<file path="config.mk">
export PLATFORM = sky130hd
export DESIGN_NAME = pulse_saw_sound_generator
export DESIGN_NICKNAME = d
export VERILOG_FILES = /design/src/hdl/pssg_pkg.sv /design/src/hdl/pssg_ctrl.sv /design/src/hdl/pssg_datapath.sv /design/src/hdl/pulse_saw_sound_generator.sv
export SDC_FILE = /design/constraint.sdc
export NUM_CORES = 1
export LEC_CHECK = 0
export ABC_CLOCK_PERIOD_IN_PS = 7950
export BUFFER_PORTS_ARGS = -buffer_cell sky130_fd_sc_hd__buf_2
export CORE_ASPECT_RATIO = 0.6
export CORE_MARGIN = 2
export CORE_UTILIZATION = 39
export CTS_BUF_LIST = sky130_fd_sc_hd__clkbuf_4 sky130_fd_sc_hd__clkbuf_8 sky130_fd_sc_hd__clkbuf_16
export CTS_CLUSTER_DIAMETER = 80
export DETAILED_ROUTE_END_ITERATION = 8
export SLEW_MARGIN = 5
export SYNTH_ARGS = -nofsm -noshare
export SYNTH_HDL_FRONTEND = slang
export SYNTH_HIERARCHICAL = 1
export SYNTH_SLANG_ARGS = --single-unit
</file>
<file path="constraint.sdc">
create_clock -name clock -period 7.95 [get_ports clock]
set_clock_uncertainty 0.1 [all_clocks]
set_input_delay 0.795 -clock clock [delete_from_list [all_inputs] [get_ports clock]]
set_output_delay 0.795 -clock clock [all_outputs]
set_load 0.05 [all_outputs]
</file>
<file path="src/hdl/pssg_pkg.sv">
// -----------------------------------------------------------------------------
// pssg_pkg
// Shared types and constants of the pulse/sawtooth sound generator.
// -----------------------------------------------------------------------------
package pssg_pkg;

   localparam int FRAC_BITS_DEFAULT = 16;
   localparam int PERIOD_W          = 12;
   localparam int DEFICIT_W         = 24;   // width of cycles_per_sample
   localparam int CSR_INDEX_W       = 1;

   localparam logic [DEFICIT_W-1:0] CPS_RESET = 24'd2659767;

   // item kinds
   localparam logic OP_WRITE = 1'b0;
   localparam logic OP_TICK  = 1'b1;

   // voices
   localparam logic [1:0] CH_PULSE_A = 2'd0;
   localparam logic [1:0] CH_PULSE_B = 2'd1;
   localparam logic [1:0] CH_SAW     = 2'd2;
   localparam logic [1:0] CH_NONE    = 2'd3;

   // registers within a voice
   localparam logic [1:0] REG_MODE      = 2'd0;
   localparam logic [1:0] REG_CTRL      = 2'd1;
   localparam logic [1:0] REG_PERIOD_LO = 2'd2;

   // configuration registers
   localparam logic [CSR_INDEX_W-1:0] CSR_CPS  = 1'b0;
   localparam logic [CSR_INDEX_W-1:0] CSR_MUTE = 1'b1;

   typedef enum logic [2:0] {
      CMD_IDLE,
      CMD_WRITE,
      CMD_START,
      CMD_DIV,
      CMD_FINISH,
      CMD_RESULT
   } cmd_op_type;

   typedef struct packed {
      cmd_op_type op;
      logic [1:0] sel;
   } cmd_type;

   typedef struct packed {
      logic need_div;
      logic rsp_free;
   } status_type;

endpackage

</file>
<file path="src/hdl/pssg_ctrl.sv">
// -----------------------------------------------------------------------------
// pssg_ctrl
// Sequencer: takes items, walks the three voices through phase update and
// step division, then loads the result register.
// -----------------------------------------------------------------------------
module pssg_ctrl import pssg_pkg::*; (
   input  logic       clock,
   input  logic       reset,
   input  logic       req_tvalid,
   output logic       req_tready,
   input  logic       req_op,
   input  status_type status,
   output cmd_type    cmd
);

   typedef enum logic [2:0] {
      ST_IDLE,
      ST_START,
      ST_DIV,
      ST_FINISH,
      ST_RESULT
   } state_type;

   localparam int CNT_W = $clog2(DEFICIT_W);
   localparam logic [CNT_W-1:0] DIV_LAST = CNT_W'(DEFICIT_W - 1);

   state_type        state_ff, state_in;
   logic [1:0]       sel_ff, sel_in;
   logic [CNT_W-1:0] cnt_ff, cnt_in;

   assign req_tready = (state_ff == ST_IDLE);

   always_comb begin
      state_in = state_ff;
      sel_in   = sel_ff;
      cnt_in   = cnt_ff;
      cmd.op   = CMD_IDLE;
      cmd.sel  = sel_ff;
      unique case (state_ff)
         ST_IDLE: begin
            if (req_tvalid) begin
               if (req_op == OP_TICK) begin
                  state_in = ST_START;
                  sel_in   = CH_PULSE_A;
               end else begin
                  cmd.op = CMD_WRITE;
               end
            end
         end
         ST_START: begin
            cmd.op = CMD_START;
            cnt_in = '0;
            state_in = status.need_div ? ST_DIV : ST_FINISH;
         end
         ST_DIV: begin
            cmd.op = CMD_DIV;
            cnt_in = cnt_ff + 1'b1;
            if (cnt_ff == DIV_LAST) begin
               state_in = ST_FINISH;
            end
         end
         ST_FINISH: begin
            cmd.op = CMD_FINISH;
            if (sel_ff == CH_SAW) begin
               state_in = ST_RESULT;
            end else begin
               sel_in   = sel_ff + 1'b1;
               state_in = ST_START;
            end
         end
         ST_RESULT: begin
            // hold until the output register is free
            if (status.rsp_free) begin
               cmd.op   = CMD_RESULT;
               state_in = ST_IDLE;
            end
         end
         default: state_in = ST_IDLE;
      endcase
   end

   always_ff @(posedge clock) begin
      if (reset) begin
         state_ff <= ST_IDLE;
         sel_ff   <= CH_PULSE_A;
         cnt_ff   <= '0;
      end else begin
         state_ff <= state_in;
         sel_ff   <= sel_in;
         cnt_ff   <= cnt_in;
      end
   end

endmodule

</file>
<file path="src/hdl/pssg_datapath.sv">
// -----------------------------------------------------------------------------
// pssg_datapath
// Voice registers, phase counters, shared step divider, step/accumulator
// update, level mixing and the result register.
// -----------------------------------------------------------------------------
module pssg_datapath import pssg_pkg::*; #(
   parameter int FRAC_BITS = FRAC_BITS_DEFAULT
) (
   input  logic                   clock,
   input  logic                   reset,
   input  cmd_type                cmd,
   output status_type             status,
   input  logic                   csr_valid,
   input  logic [CSR_INDEX_W-1:0] csr_index,
   input  logic [DEFICIT_W-1:0]   csr_data,
   input  logic [1:0]             req_channel,
   input  logic [1:0]             req_reg_index,
   input  logic [7:0]             req_reg_value,
   input  logic                   rsp_tready,
   output logic                   rsp_valid,
   output logic [5:0]             rsp_mix,
   output logic [3:0]             rsp_pulse_a_level,
   output logic [3:0]             rsp_pulse_b_level,
   output logic [4:0]             rsp_saw_level
);

   localparam int PW = PERIOD_W + FRAC_BITS;                       // phase width
   localparam int EW = (PW > DEFICIT_W) ? PW : DEFICIT_W;           // phase compare
   localparam int CW = (PW > DEFICIT_W + 1) ? PW : DEFICIT_W + 1;   // divider compare
   localparam int NW = DEFICIT_W + 1;                               // step count

   // configuration
   logic [DEFICIT_W-1:0] cps_ff, cps_in;
   logic [2:0]           mute_ff, mute_in;
   // voice registers
   logic [7:0]           mode_ff[3], mode_in[3];
   logic [7:0]           ctl_ff[3], ctl_in[3];
   logic [7:0]           lo_ff[3], lo_in[3];
   // voice state
   logic [PW-1:0]        phase_ff[3], phase_in[3];
   logic [3:0]           pstep_ff[2], pstep_in[2];
   logic [2:0]           sstep_ff, sstep_in;
   logic [8:0]           acc_ff, acc_in;
   // divider
   logic [DEFICIT_W-1:0] dvd_ff, dvd_in;
   logic [DEFICIT_W-1:0] rem_ff, rem_in;
   logic [DEFICIT_W-1:0] quo_ff, quo_in;
   logic [2:0]           qm7_ff, qm7_in;
   logic                 div_ff, div_in;
   // result register
   logic                 rsp_valid_ff, rsp_valid_in;
   logic [5:0]           mix_ff, mix_in;
   logic [3:0]           la_ff, la_in, lb_ff, lb_in;
   logic [4:0]           ls_ff, ls_in;

   // selected voice
   logic [PERIOD_W-1:0]  period;
   logic [PW-1:0]        spd;
   logic                 live;
   logic [PW-1:0]        cnt;
   logic                 cnt_ge;
   logic [DEFICIT_W-1:0] deficit;
   logic [PW-1:0]        cnt_sub;
   // divider step
   logic [DEFICIT_W:0]   trial;
   logic                 tr_ge;
   logic [CW-1:0]        tr_diff;
   logic [3:0]           qm_sum;
   // finish
   logic                 rem_nz;
   logic [NW-1:0]        n;
   logic [3:0]           nm7_sum;
   logic [2:0]           nm7;
   logic [PW-1:0]        cnt_fin;
   logic [5:0]           rate;
   logic [2:0]           room;
   logic                 short_run;
   logic [8:0]           prod_short;
   logic [3:0]           wrap_sum;
   logic [2:0]           step_wrap;
   logic [8:0]           prod_wrap;
   // levels
   logic [PERIOD_W-1:0]  period_v[3];
   logic [3:0]           lvl_p[2];
   logic [4:0]           lvl_s;

   always_comb begin
      period  = {ctl_ff[cmd.sel][3:0], lo_ff[cmd.sel]};
      spd     = PW'(period) << FRAC_BITS;
      live    = (period != '0);
      cnt     = phase_ff[cmd.sel];
      cnt_ge  = EW'(cnt) >= EW'(cps_ff);
      deficit = DEFICIT_W'(EW'(cps_ff) - EW'(cnt));
      cnt_sub = PW'(EW'(cnt) - EW'(cps_ff));

      // restoring division, one quotient bit a cycle; quotient mod 7 kept alongside
      trial   = {rem_ff, dvd_ff[DEFICIT_W-1]};
      tr_ge   = CW'(trial) >= CW'(spd);
      tr_diff = CW'(trial) - CW'(spd);
      qm_sum  = {qm7_ff, tr_ge};

      // steps = ceil(deficit / spd)
      rem_nz  = (rem_ff != '0);
      n       = NW'(quo_ff) + NW'(rem_nz);
      nm7_sum = {1'b0, qm7_ff} + {3'b000, rem_nz};
      nm7     = (nm7_sum == 4'd7) ? 3'd0 : nm7_sum[2:0];
      cnt_fin = rem_nz ? PW'(CW'(spd) - CW'(rem_ff)) : '0;

      rate       = mode_ff[CH_SAW][5:0];
      room       = 3'd7 - sstep_ff;
      short_run  = n < NW'(room);
      prod_short = 9'(n[2:0]) * 9'(rate);
      wrap_sum   = {1'b0, sstep_ff} + {1'b0, nm7};
      step_wrap  = (wrap_sum >= 4'd7) ? 3'(wrap_sum - 4'd7) : wrap_sum[2:0];
      prod_wrap  = 9'(step_wrap) * 9'(rate);
   end

   // levels from the state left by the finished tick
   always_comb begin
      for (int v = 0; v < 3; v++) begin
         period_v[v] = {ctl_ff[v][3:0], lo_ff[v]};
      end
      for (int v = 0; v < 2; v++) begin
         lvl_p[v] = '0;
         if ((period_v[v] != '0) && !mute_ff[v] && ctl_ff[v][7] &&
             (mode_ff[v][7] || (pstep_ff[v] > {1'b0, mode_ff[v][6:4]}))) begin
            lvl_p[v] = mode_ff[v][3:0];
         end
      end
      lvl_s = '0;
      if ((period_v[CH_SAW] != '0) && !mute_ff[CH_SAW] && ctl_ff[CH_SAW][7]) begin
         lvl_s = acc_ff[7:3];
      end
   end

   always_comb begin
      cps_in       = cps_ff;
      mute_in      = mute_ff;
      mode_in      = mode_ff;
      ctl_in       = ctl_ff;
      lo_in        = lo_ff;
      phase_in     = phase_ff;
      pstep_in     = pstep_ff;
      sstep_in     = sstep_ff;
      acc_in       = acc_ff;
      dvd_in       = dvd_ff;
      rem_in       = rem_ff;
      quo_in       = quo_ff;
      qm7_in       = qm7_ff;
      div_in       = div_ff;
      rsp_valid_in = rsp_valid_ff && !rsp_tready;
      mix_in       = mix_ff;
      la_in        = la_ff;
      lb_in        = lb_ff;
      ls_in        = ls_ff;

      if (csr_valid) begin
         unique case (csr_index)
            CSR_CPS:  cps_in  = csr_data;
            CSR_MUTE: mute_in = csr_data[2:0];
            default:  ;
         endcase
      end

      unique case (cmd.op)
         CMD_WRITE: begin
            if (req_channel != CH_NONE) begin
               unique case (req_reg_index)
                  REG_MODE:      mode_in[req_channel] = req_reg_value;
                  REG_CTRL:      ctl_in[req_channel]  = req_reg_value;
                  REG_PERIOD_LO: lo_in[req_channel]   = req_reg_value;
                  default:       ;   // spare register, no effect
               endcase
            end
         end
         CMD_START: begin
            div_in = live && !cnt_ge;
            dvd_in = deficit;
            rem_in = '0;
            quo_in = '0;
            qm7_in = '0;
            if (live && cnt_ge) begin
               phase_in[cmd.sel] = cnt_sub;
            end
         end
         CMD_DIV: begin
            dvd_in = dvd_ff << 1;
            rem_in = tr_ge ? DEFICIT_W'(tr_diff) : trial[DEFICIT_W-1:0];
            quo_in = {quo_ff[DEFICIT_W-2:0], tr_ge};
            qm7_in = (qm_sum >= 4'd7) ? 3'(qm_sum - 4'd7) : qm_sum[2:0];
         end
         CMD_FINISH: begin
            if (live && div_ff) begin
               phase_in[cmd.sel] = cnt_fin;
               if (cmd.sel == CH_SAW) begin
                  if (short_run) begin
                     sstep_in = sstep_ff + n[2:0];
                     acc_in   = acc_ff + prod_short;
                  end else begin
                     sstep_in = step_wrap;
                     acc_in   = prod_wrap;
                  end
               end else begin
                  pstep_in[cmd.sel[0]] = pstep_ff[cmd.sel[0]] + n[3:0];
               end
            end
         end
         CMD_RESULT: begin
            rsp_valid_in = 1'b1;
            la_in  = lvl_p[0];
            lb_in  = lvl_p[1];
            ls_in  = lvl_s;
            mix_in = 6'(lvl_p[0]) + 6'(lvl_p[1]) + 6'(lvl_s);
         end
         default: ;
      endcase
   end

   always_ff @(posedge clock) begin
      if (reset) begin
         cps_ff       <= CPS_RESET;
         mute_ff      <= '0;
         sstep_ff     <= '0;
         acc_ff       <= '0;
         rsp_valid_ff <= 1'b0;
         for (int v = 0; v < 3; v++) begin
            mode_ff[v]  <= '0;
            ctl_ff[v]   <= '0;
            lo_ff[v]    <= '0;
            phase_ff[v] <= '0;
         end
         for (int v = 0; v < 2; v++) begin
            pstep_ff[v] <= '0;
         end
      end else begin
         cps_ff       <= cps_in;
         mute_ff      <= mute_in;
         mode_ff      <= mode_in;
         ctl_ff       <= ctl_in;
         lo_ff        <= lo_in;
         phase_ff     <= phase_in;
         pstep_ff     <= pstep_in;
         sstep_ff     <= sstep_in;
         acc_ff       <= acc_in;
         rsp_valid_ff <= rsp_valid_in;
      end
      dvd_ff <= dvd_in;
      rem_ff <= rem_in;
      quo_ff <= quo_in;
      qm7_ff <= qm7_in;
      div_ff <= div_in;
      mix_ff <= mix_in;
      la_ff  <= la_in;
      lb_ff  <= lb_in;
      ls_ff  <= ls_in;
   end

   assign status.need_div = live && !cnt_ge;
   assign status.rsp_free = !rsp_valid_ff || rsp_tready;

   assign rsp_valid         = rsp_valid_ff;
   assign rsp_mix           = mix_ff;
   assign rsp_pulse_a_level = la_ff;
   assign rsp_pulse_b_level = lb_ff;
   assign rsp_saw_level     = ls_ff;

endmodule

</file>
<file path="src/hdl/pulse_saw_sound_generator.sv">
// -----------------------------------------------------------------------------
// pulse_saw_sound_generator
// Two pulse voices and one sawtooth voice, driven by register writes and
// sample ticks; one mixed result per tick.
// -----------------------------------------------------------------------------
// A register write gives no result. A sample tick runs the three voices one
// after another through a shared restoring divider that finds how many steps
// each voice takes in the sample: per voice a setup state, the divider state
// when the phase counter underflows (skipped otherwise) and an update state,
// then a result state that loads the result register; the next item is taken
// once the tick is back in idle. The result register lets the next item in
// while a result waits; a tick then holds in its last cycle until the waiting
// result is taken. Configuration writes are accepted in every cycle.
// -----------------------------------------------------------------------------
module pulse_saw_sound_generator import pssg_pkg::*; #(
   parameter int FRAC_BITS = FRAC_BITS_DEFAULT
) (
   input  logic                   clock,
   input  logic                   reset,
   // request
   input  logic                   req_tvalid,
   output logic                   req_tready,
   input  logic [15:0]            req_tdata,   // channel[1:0], reg_index[3:2], reg_value[11:4]
   input  logic                   req_tuser,   // operation
   // response
   output logic                   rsp_tvalid,
   input  logic                   rsp_tready,
   output logic [23:0]            rsp_tdata,   // mix[5:0], pulse_a_level[9:6],
                                               // pulse_b_level[13:10], saw_level[18:14]
   // configuration
   input  logic                   csr_valid,
   output logic                   csr_ready,
   input  logic [CSR_INDEX_W-1:0] csr_index,
   input  logic [DEFICIT_W-1:0]   csr_data
);

   cmd_type    cmd;
   status_type status;
   logic [5:0] mix;
   logic [3:0] pulse_a_level;
   logic [3:0] pulse_b_level;
   logic [4:0] saw_level;

   assign csr_ready = 1'b1;

   pssg_ctrl u_ctrl (
      .clock      (clock),
      .reset      (reset),
      .req_tvalid (req_tvalid),
      .req_tready (req_tready),
      .req_op     (req_tuser),
      .status     (status),
      .cmd        (cmd)
   );

   pssg_datapath #(
      .FRAC_BITS (FRAC_BITS)
   ) u_datapath (
      .clock             (clock),
      .reset             (reset),
      .cmd               (cmd),
      .status            (status),
      .csr_valid         (csr_valid),
      .csr_index         (csr_index),
      .csr_data          (csr_data),
      .req_channel       (req_tdata[1:0]),
      .req_reg_index     (req_tdata[3:2]),
      .req_reg_value     (req_tdata[11:4]),
      .rsp_tready        (rsp_tready),
      .rsp_valid         (rsp_tvalid),
      .rsp_mix           (mix),
      .rsp_pulse_a_level (pulse_a_level),
      .rsp_pulse_b_level (pulse_b_level),
      .rsp_saw_level     (saw_level)
   );

   assign rsp_tdata = {5'b00000, saw_level, pulse_b_level, pulse_a_level, mix};

endmodule
</file>
==> impl_metrics.json, run 1 <==
{
  "irDropWorstVdd_mv": 0.1815,
  "root_buffer": "clkbuf_16",
  "synth-edff-count": 95,
  "cts_setup_buffers": 0,
  "placed_area_sq_um": 19780,
  "syn_avg_cell_area_sq_um": 8.866,
  "cts_resized": 0,
  "whs_ns": 0.3225,
  "crit_fanout": 9,
  "gr-total-overflow": 0,
  "clockBufferDepth": 3,
  "layout.nets": 2333,
  "rr_worst_depth": 26,
  "cp_data_arrival_time_ns": 7.34,
  "hpwl_mm": 40.45,
  "wl_per_cell_microns": 19.49,
  "cts_tree": "built",
  "dr.pass1.iters": 6,
  "p_per_area_nw_per_um2": 219.0,
  "ios": 74,
  "ys_seq_elements": 297,
  "drive_gt1_share_pct": 8.974,
  "synth_async_sr_flop_share_pct": 0,
  "cts_hold_buf": 0,
  "grt_start_max_net_pins": 95,
  "antenna_left": 0,
  "clkLatencyLatePin_ns": 0.61,
  "status": "complete, no violations",
  "max_stage_delay_ns": 0.73,
  "worstMarginPinSlew_ns": 1.161,
  "final.min_clock_period_ns": 6.934,
  "crit_slowest_cell": "nor4_1",
  "finalSetupViolCount": 0,
  "setup.worst_path.class": "reg2reg",
  "gp_congestion": 0.9444,
  "rows": 62,
  "cts.sinks": 297,
  "die_area_sq_um": 50950,
  "hold_depth": 3,
  "coreArea_sq_um": 48170,
  "synth_warnings": 6,
  "drt-initial-drc-count": 1635,
  "clk_pin_slew_ns": 0.06,
  "critPathRequiredTime_ns": 8.35,
  "grt_pass1_vias": 15070,
  "ys_seq_area_share_pct": 36.01,
  "yosysUniqueCellTypes": 90,
  "drv_slew": 0,
  "mappedNetlistArea_sq_um": 19150,
  "h-tree-depth": 1,
  "rsz0062_at_grt": "no",
  "grt_pass1_wl_mm": 85.63,
  "p_leak_uw": 0.008750,
  "port-buffer-count": 63,
  "antenna_found_initial": 2,
  "cts_made_buffers": 31,
  "max_slew_margin_pct": 22.58,
  "cp-start-kind": "flip-flop",
  "routed_wl_mm": 54.82,
  "min_period_over_period_pct": 87.23,
  "num_vias": 15910,
  "die_width_microns": 290.1,
  "gr-usage-all-layers_pct": 21.14,
  "drv_cap": 0,
  "fmax_mhz": 144.2,
  "dp.cells": 2757,
  "stdcell_count": 2813,
  "finalHoldViolCount": 0,
  "tns_ns": 0,
  "hold_class": "in2reg",
  "viasPerCell": 5.656,
  "layout_common_cells": "nor2_1, dfxtp_1, nand2_1, mux2i_1, inv_1",
  "die_h_microns": 175.6,
  "drc": 0,
  "endpoint_kind": "flip-flop",
  "area_delta_synth_final_pct": 8.716,
  "syn-instance-count": 2160,
  "cpMostUsedCell": "ha_1",
  "start_util_pct": 39.75,
  "num_antenna_cells": 0,
  "mostFrequentLayoutCell": "nor2_1",
  "synthFlopType": "dfxtp_1",
  "design_area_sq_um": 20820
}
-- logic make-up after synthesis --
logic type	Yosys count	synth area share, %
other cells	2	0.03922
flops	297	36.01
mux	148	7.828
compound gates	468	16.69
simple gates	758	19.35
buf+inv	265	6.240
fa+ha+maj	136	9.905
xor+xnor	86	3.933
-- state kept, by name, indices dropped and copies added, names as in the netlist, 3 cells and up --
name,cells
u_datapath/sstep_ff,3
u_datapath/quo_ff,24
u_datapath/rem_ff,24
u_datapath/dvd_ff,24
u_datapath/mode_ff,22
u_datapath/mute_ff,3
u_datapath/qm7_ff,3
u_datapath/acc_ff,8
u_ctrl/cnt_ff,5
u_datapath/pstep_ff,8
u_datapath/lo_ff,24
u_ctrl/state_ff,3
u_datapath/cps_ff,24
u_datapath/ctl_ff,15
u_datapath/rsp_pulse_b_level,4
u_datapath/phase_ff,84
u_datapath/rsp_pulse_a_level,4
u_datapath/rsp_mix,6
u_datapath/rsp_saw_level,5
-- synth_stat cells, types with 16 or more instances --
master      n  area, sq um
nor2_1    227        852.1
dfxtp_1   202         4044
nand2_1   192        720.7
mux2i_1   137         1371
inv_1     134        503.0
a21oi_1   127        635.6
ha_1      110         1376
edfxtp_1   95         2853
clkbuf_1   71        266.5
o21ai_0    71        355.3
nand3_1    57        285.3
and3_1     56        350.3
xnor2_1    52        455.4
a21o_1     44        330.3
nor3_1     42        210.2
a211oi_1   37        277.8
xor2_1     34        297.8
o21a_1     33        247.7
and2_1     32        200.2
nand4_1    31        193.9
fa_1       26        520.5
nor2b_1    22        137.6
o211ai_1   22        165.2
a31oi_1    18        112.6
buf_2      18        90.09
nor4_1     17        106.4
buf_6      16        180.2
-- worst paths after layout --
kind | start | to | slack [ns]
setup / recovery | u_datapath/rem_ff[11] | u_datapath/acc_ff[6] | 1.02
hold / removal | csr_data[4] | u_datapath/cps_ff[4] | 0.32
setup reg to reg | u_datapath/rem_ff[11] | u_datapath/acc_ff[6] | 1.02
hold reg to reg | u_datapath/phase_ff[36] | u_datapath/phase_ff[36] | 0.36
-- critical path, delay by kind of cell, from the launching register on --
kind,cells,cell delay (ns)
fa+ha+maj,8,2.57
simple gates,6,1.85
compound gates,6,1.21
flops,1,0.43
buf+inv,4,0.40
xor+xnor,1,0.15
mux,1,0.10
-- metrics by stage --
step | setup WS, ns | util (%) | total power [uW]
3_5_place_dp | 1.094 | 41.05 | 3060
5_1_grt | 0.5277 | 43.22 | 4804
4_1_cts | 1.077 | 43.22 | 4582
2_1_floorplan | 1.910 | - | 2745
3_3_place_gp | 1.290 | 41.05 | 3025
6_report | 1.016 | 43.22 | 4560
-- final cells by class --
class | instances | area [sq um]
Fill cell | 4675 | 27360
Multi-Input combinational cell | 1602 | 11100
Sequential cell | 297 | 6899
Clock buffer | 41 | 863.3
Tap cell | 640 | 800.8
Inverter | 134 | 503.0
Timing Repair Buffer | 84 | 475.5
Clock inverter | 15 | 178.9
-- routing by layer --
metal  global-route usage, %  wire length [microns]  up-vias
li1                        -                      -     7654
met1                   33.89                  28740     7723
met2                   29.23                  21210      469
met3                   3.720                   4036       61
met4                   3.537                    816        2
met5                       0                     13        -
-- where the power goes --
part	switching (uW)	internal, uW	total (uW)
Sequential	157	1790	1940
Clock	642	866	1510
Combinational	731	378	1110
Total	1530	3030	4560
Power figures use the tool's default switching activity.
==> run 2: changes to the inputs <==
--- a/config.mk
+++ b/config.mk
@@ -9,10 +9,11 @@
 export BUFFER_PORTS_ARGS = -buffer_cell sky130_fd_sc_hd__buf_2
 export CORE_ASPECT_RATIO = 0.6
 export CORE_MARGIN = 2
-export CORE_UTILIZATION = 39
-export CTS_BUF_LIST = sky130_fd_sc_hd__clkbuf_4 sky130_fd_sc_hd__clkbuf_8 sky130_fd_sc_hd__clkbuf_16
+export CORE_UTILIZATION = 55
+export CTS_BUF_LIST = sky130_fd_sc_hd__clkbuf_2 sky130_fd_sc_hd__clkbuf_4 sky130_fd_sc_hd__clkbuf_8
 export CTS_CLUSTER_DIAMETER = 80
 export DETAILED_ROUTE_END_ITERATION = 8
+export PLACE_DENSITY = 0.72
 export SLEW_MARGIN = 5
 export SYNTH_ARGS = -nofsm -noshare
 export SYNTH_HDL_FRONTEND = slang
==> run 2 against run 1 <==
- clock-buffer cell count rose by 33
- largest cell class unchanged
- first-iteration DRC count rose by 6.4%
- global-route usage rose by 8.4 points
==> impl_metrics.json, run 2 (same netlist as run 1, synthesis figures left out) <==
{
  "dr.pass1.iters": 6,
  "clkLatencyLatePin_ns": 0.63,
  "power_uw": 4608,
  "routed_wl_mm": 53.86,
  "r2r-end": "u_datapath/acc_ff[6]",
  "switching_power_uw": 1552,
  "worstMarginPinSlew_ns": 1.252,
  "cts_resized": 0,
  "critPathRequiredTime_ns": 8.36,
  "fillerInstances": 2920,
  "die_width_microns": 244.9,
  "die_area_sq_um": 36370,
  "fmax_mhz": 143.4,
  "cp_data_arrival_time_ns": 7.38,
  "clk_pin_slew_ns": 0.07,
  "startpoint": "u_datapath/rem_ff[11]",
  "drv_slew": 0,
  "final.min_clock_period_ns": 6.974,
  "start_util_pct": 56.28,
  "coreArea_sq_um": 34030,
  "largest_reg_flops": 84,
  "gr-total-overflow": 0,
  "cts.sinks": 297,
  "fin_util_pct": 60.69,
  "cts_setup_buffers": 0,
  "status": "complete, no violations",
  "rsz0062_at_grt": "no",
  "cts_hold_buf": 0,
  "timing.rr.start": "u_datapath/rem_ff[11]",
  "cts_tree": "built",
  "cts_made_buffers": 47,
  "r2r_slack_ns": 0.98,
  "setup.worst_path.class": "reg2reg",
  "rr_worst_depth": 26,
  "area_delta_synth_final_pct": 7.841,
  "mostFrequentLayoutCell": "nor2_1",
  "grt_pass1_vias": 15050,
  "drive_gt1_share_pct": 10.26,
  "gr-usage-all-layers_pct": 29.54,
  "layout_common_cells": "nor2_1, dfxtp_1, nand2_1, mux2i_1, inv_1",
  "finalHoldViolCount": 0,
  "regMostFlops": "u_datapath/phase_ff",
  "rows": 52,
  "drt-initial-drc-count": 1740,
  "drc": 0,
  "placed_area_sq_um": 19540,
  "finalSetupViolCount": 0,
  "p_per_area_nw_per_um2": 223.2,
  "root_buffer": "clkbuf_8",
  "wl_per_cell_microns": 20.23,
  "hpwl_mm": 39.50,
  "p_leak_uw": 0.008804,
  "max_slew_margin_pct": 16.54,
  "drv_cap": 0,
  "critPathCapture": "u_datapath/acc_ff[6]",
  "design_area_sq_um": 20650,
  "p_sw_share_pct": 33.67,
  "place_worst_setup_slack_ns": 1.129,
  "viasPerCell": 6.124,
  "clockBufferDepth": 3,
  "tns_ns": 0,
  "grt_start_max_net_pins": 71,
  "pwr-share-seq_pct": 42.2,
  "gp_congestion": 0.9672,
  "comb_power_share_pct": 24.3,
  "min_period_over_period_pct": 87.73,
  "antenna_left": 0,
  "ios": 74,
  "num_vias": 16300,
  "die_h_microns": 148.5,
  "cp-start-kind": "flip-flop",
  "port-buffer-count": 63,
  "clock_power_share_pct": 33.5,
  "endpoint_kind": "flip-flop",
  "antenna_found_initial": 0,
  "layout_setup_ws_ns": 0.9756,
  "layout.nets": 2347,
  "crit_fanout": 9,
  "hold_class": "in2reg",
  "intPower_uw": 3057,
  "num_antenna_cells": 0,
  "irDropWorstVdd_mv": 0.2646,
  "h-tree-depth": 2,
  "grt_pass1_wl_mm": 84.53
}
run 2: power groups by stage:
stage	registers, uW	logic [uW]	clock network, uW
after floorplan	1930	816	0
after global placement	1960	1050	0
after detailed placement	1970	1090	0
after CTS	1940	1100	1560
after global routing	1970	1230	1640
final	1940	1120	1540
run 2: cell type report:
class	count	area [sq um]	share of cell area [%]
timing repair buffer	82	460.4	2.230
tap	459	574.3	2.781
multi-input combinational	1602	11100	53.74
clock inverter	14	216.5	1.048
inverter	134	503.0	2.436
sequential	297	6899	33.41
clock buffer	74	899.6	4.356
run 2: stage by stage:
stage          hold WS (ns)  std cells
6_report             0.2860       2662
5_1_grt              0.2997       2662
4_1_cts              0.2687       2662
3_5_place_dp         0.3497       2574
3_3_place_gp         0.3437       2574
2_1_floorplan        0.3350       2164
run 2: worst min path at each step:
stage	start	to	slack [ns]	cells after the start
final	csr_data[7]	u_datapath/cps_ff[7]	0.29	3
after detailed placement	u_datapath/phase_ff[30]	u_datapath/phase_ff[30]	0.35	2
after CTS	csr_data[7]	u_datapath/cps_ff[7]	0.27	3
after floorplan	u_datapath/phase_ff[30]	u_datapath/phase_ff[30]	0.33	2
after global routing	csr_data[18]	u_datapath/cps_ff[18]	0.30	3
after global placement	u_datapath/pstep_ff[4]	u_datapath/pstep_ff[4]	0.34	2
run 2: worst max-delay path, cell delays in order, from the launching register on:
cell and delay (ns):
edfxtp_1 0.44, nor4_1 0.72, nor4b_2 0.47, nand3_1 0.12, buf_4 0.21, ha_1 0.23
ha_1 0.22, inv_1 0.09, nand3_1 0.08, o21ai_0 0.10, a21boi_0 0.14, ha_1 0.22
fa_1 0.51, ha_1 0.17, inv_1 0.05, or2_2 0.30, o21ai_1 0.47, nand2_1 0.17
fa_1 0.57, inv_1 0.05, ha_1 0.22, fa_1 0.41, a21o_1 0.17, a21oi_1 0.16
xnor2_1 0.13, mux2i_1 0.09, a211oi_1 0.23
run 2: per-layer routing:
layer	vias to the layer above	part of all wire, %	GRT usage (%)
met5	-	0	0
met4	0	1.3	5.366
met3	56	10	7.055
met2	702	38	38.92
met1	7874	50	47.88
li1	7671	-	-
==> run 3: changes to the inputs <==
--- a/config.mk
+++ b/config.mk
@@ -13,7 +13,7 @@
 export CTS_BUF_LIST = sky130_fd_sc_hd__clkbuf_2 sky130_fd_sc_hd__clkbuf_4 sky130_fd_sc_hd__clkbuf_8
 export CTS_CLUSTER_DIAMETER = 80
 export DETAILED_ROUTE_END_ITERATION = 8
-export PLACE_DENSITY = 0.72
+export PLACE_DENSITY = 0.76
 export SLEW_MARGIN = 5
 export SYNTH_ARGS = -nofsm -noshare
 export SYNTH_HDL_FRONTEND = slang
==> run 3 against run 2 <==
- clock power decreased by 9%
- critical path type unchanged
- maximum frequency about the same
- core utilization fell by 0.45 points
- largest cell class unchanged
- clock-buffer cell count shrank 5
- non-clock buffer count is 2 lower
- cell count shrank 0.34%
==> impl_metrics.json, run 3 (same netlist as run 1, synthesis figures left out) <==
{
  "status": "complete, no violations",
  "setup.worst_path.class": "reg2reg",
  "r2r_slack_ns": 0.97,
  "rr_worst_depth": 26,
  "tns_ns": 0,
  "regMostFlops": "u_datapath/phase_ff",
  "startpoint": "u_datapath/rem_ff[11]",
  "crit_fanout": 9,
  "drt-initial-drc-count": 1811,
  "clockBufferDepth": 3,
  "coreArea_sq_um": 34030,
  "worstMarginPinSlew_ns": 1.257,
  "hold_depth": 3,
  "viasPerCell": 6.122,
  "grt_pass1_vias": 15260,
  "die_h_microns": 148.5,
  "cts_made_buffers": 44,
  "max_stage_delay_ns": 0.75,
  "drc": 0,
  "area_delta_synth_final_pct": 7.037,
  "antenna_found_initial": 0,
  "endpoint_kind": "flip-flop",
  "finalSetupViolCount": 0,
  "wl_per_cell_microns": 20.09,
  "p_per_area_nw_per_um2": 217.9,
  "cp_num_buf_inv": 4,
  "max_slew_margin_pct": 16.19,
  "whs_ns": 0.3111,
  "gr-total-overflow": 0,
  "hold_class": "in2reg",
  "largest_reg_flops": 84,
  "mostFrequentLayoutCell": "nor2_1",
  "ios": 74,
  "fillerInstances": 2918,
  "antenna_left": 0,
  "rsz0062_at_grt": "no",
  "root_buffer": "clkbuf_8",
  "grt_pass1_wl_mm": 83.95,
  "die_width_microns": 244.9,
  "cpMostUsedCell": "ha_1",
  "layout_common_cells": "nor2_1, dfxtp_1, nand2_1, mux2i_1, inv_1",
  "cts_tree": "built",
  "critPathRequiredTime_ns": 8.36,
  "drv_slew": 0,
  "cts.sinks": 297,
  "cp_data_arrival_time_ns": 7.38,
  "irDropWorstVdd_mv": 0.1876,
  "path_delay_family": "adder cells",
  "critPathCapture": "u_datapath/acc_ff[6]",
  "clk_pin_slew_ns": 0.07,
  "num_antenna_cells": 0,
  "crit_slowest_cell": "nor4_1",
  "r2r-end": "u_datapath/acc_ff[6]",
  "cp-start-kind": "flip-flop",
  "drv_cap": 0,
  "layout.nets": 2342,
  "p_leak_uw": 0.008728,
  "cts_setup_buffers": 0,
  "gr-usage-all-layers_pct": 29.16,
  "stdcell_count": 2653,
  "timing.rr.start": "u_datapath/rem_ff[11]",
  "finalHoldViolCount": 0,
  "grt_start_max_net_pins": 75,
  "num_vias": 16240,
  "cts_resized": 0,
  "dp.cells": 2572,
  "clkLatencyLatePin_ns": 0.62,
  "h-tree-depth": 2,
  "fmax_mhz": 143.3,
  "dr.pass1.iters": 6,
  "drive_gt1_share_pct": 9.891,
  "multi_input_area_sq_um": 11100,
  "seq_area_sq_um": 6899,
  "hpwl_mm": 38.87,
  "routed_wl_mm": 53.31,
  "crit_cells": 26,
  "cts_hold_buf": 0,
  "final.min_clock_period_ns": 6.976,
  "port-buffer-count": 63,
  "min_period_over_period_pct": 87.75,
  "rows": 52,
  "gp_congestion": 0.9740,
  "die_area_sq_um": 36370,
  "start_util_pct": 56.28
}
## run 3: final cells by class
class / instances / share of cell area [%]
Clock inverter: 12 / 0.7447
Tap cell: 459 / 2.802
Multi-Input combinational cell: 1602 / 54.14
Sequential cell: 297 / 33.66
Timing Repair Buffer: 80 / 2.173
Inverter: 134 / 2.454
Clock buffer: 69 / 4.023
## run 3: worst min path at each step
| stage | from | end |
|---|---|---|
| 6_report | csr_data[7] | u_datapath/cps_ff[7] |
| 5_1_grt | csr_data[7] | u_datapath/cps_ff[7] |
| 4_1_cts | csr_data[7] | u_datapath/cps_ff[7] |
| 3_5_place_dp | u_datapath/pstep_ff[4] | u_datapath/pstep_ff[4] |
| 3_3_place_gp | u_datapath/pstep_ff[4] | u_datapath/pstep_ff[4] |
| 2_1_floorplan | u_datapath/phase_ff[30] | u_datapath/phase_ff[30] |
## run 3: routing by layer
layer,up-vias,global-route usage [%],part of all wire (%)
met5,-,0,0
met4,0,5.854,1.4
met3,57,7.633,10
met2,669,39.39,39
met1,7844,45.85,49
li1,7671,-,-
## run 3: stage by stage
step / util (%) / setup WS [ns] / instance area, sq um / total power, uW
3_5_place_dp: 57.37 / 1.071 / 19520 / 3056
2_1_floorplan: - / 1.910 / 19160 / 2745
3_3_place_gp: 57.37 / 1.364 / 19520 / 2998
4_1_cts: 60.24 / 1.032 / 20500 / 4455
5_1_grt: 60.24 / 0.6095 / 20500 / 4674
6_report: 60.24 / 0.9735 / 20500 / 4466
## run 3: power breakdown
group / internal [uW] / total, uW / leakage [uW] / switching (uW)
clock network: 764 / 1400 / 0.000527 / 640
registers: 1790 / 1950 / 0.00252 / 159
logic: 381 / 1120 / 0.00568 / 735
## run 3: worst register-to-register path, cell delays in order (launching register included)
cell and delay (ns):
edfxtp_1 0.43, nor4_1 0.75, nor4b_2 0.49, nand3_1 0.12, buf_4 0.21, ha_1 0.23, ha_1 0.21, inv_1 0.10
nand3_1 0.07, o21ai_0 0.10, a21boi_0 0.14, ha_1 0.23, fa_1 0.53, ha_1 0.18, inv_1 0.06, or2_2 0.31
o21ai_1 0.40, nand2_1 0.16, fa_1 0.55, inv_1 0.04, ha_1 0.22, fa_1 0.41, a21o_1 0.17, a21oi_1 0.17
xnor2_1 0.13, mux2i_1 0.09, a211oi_1 0.25
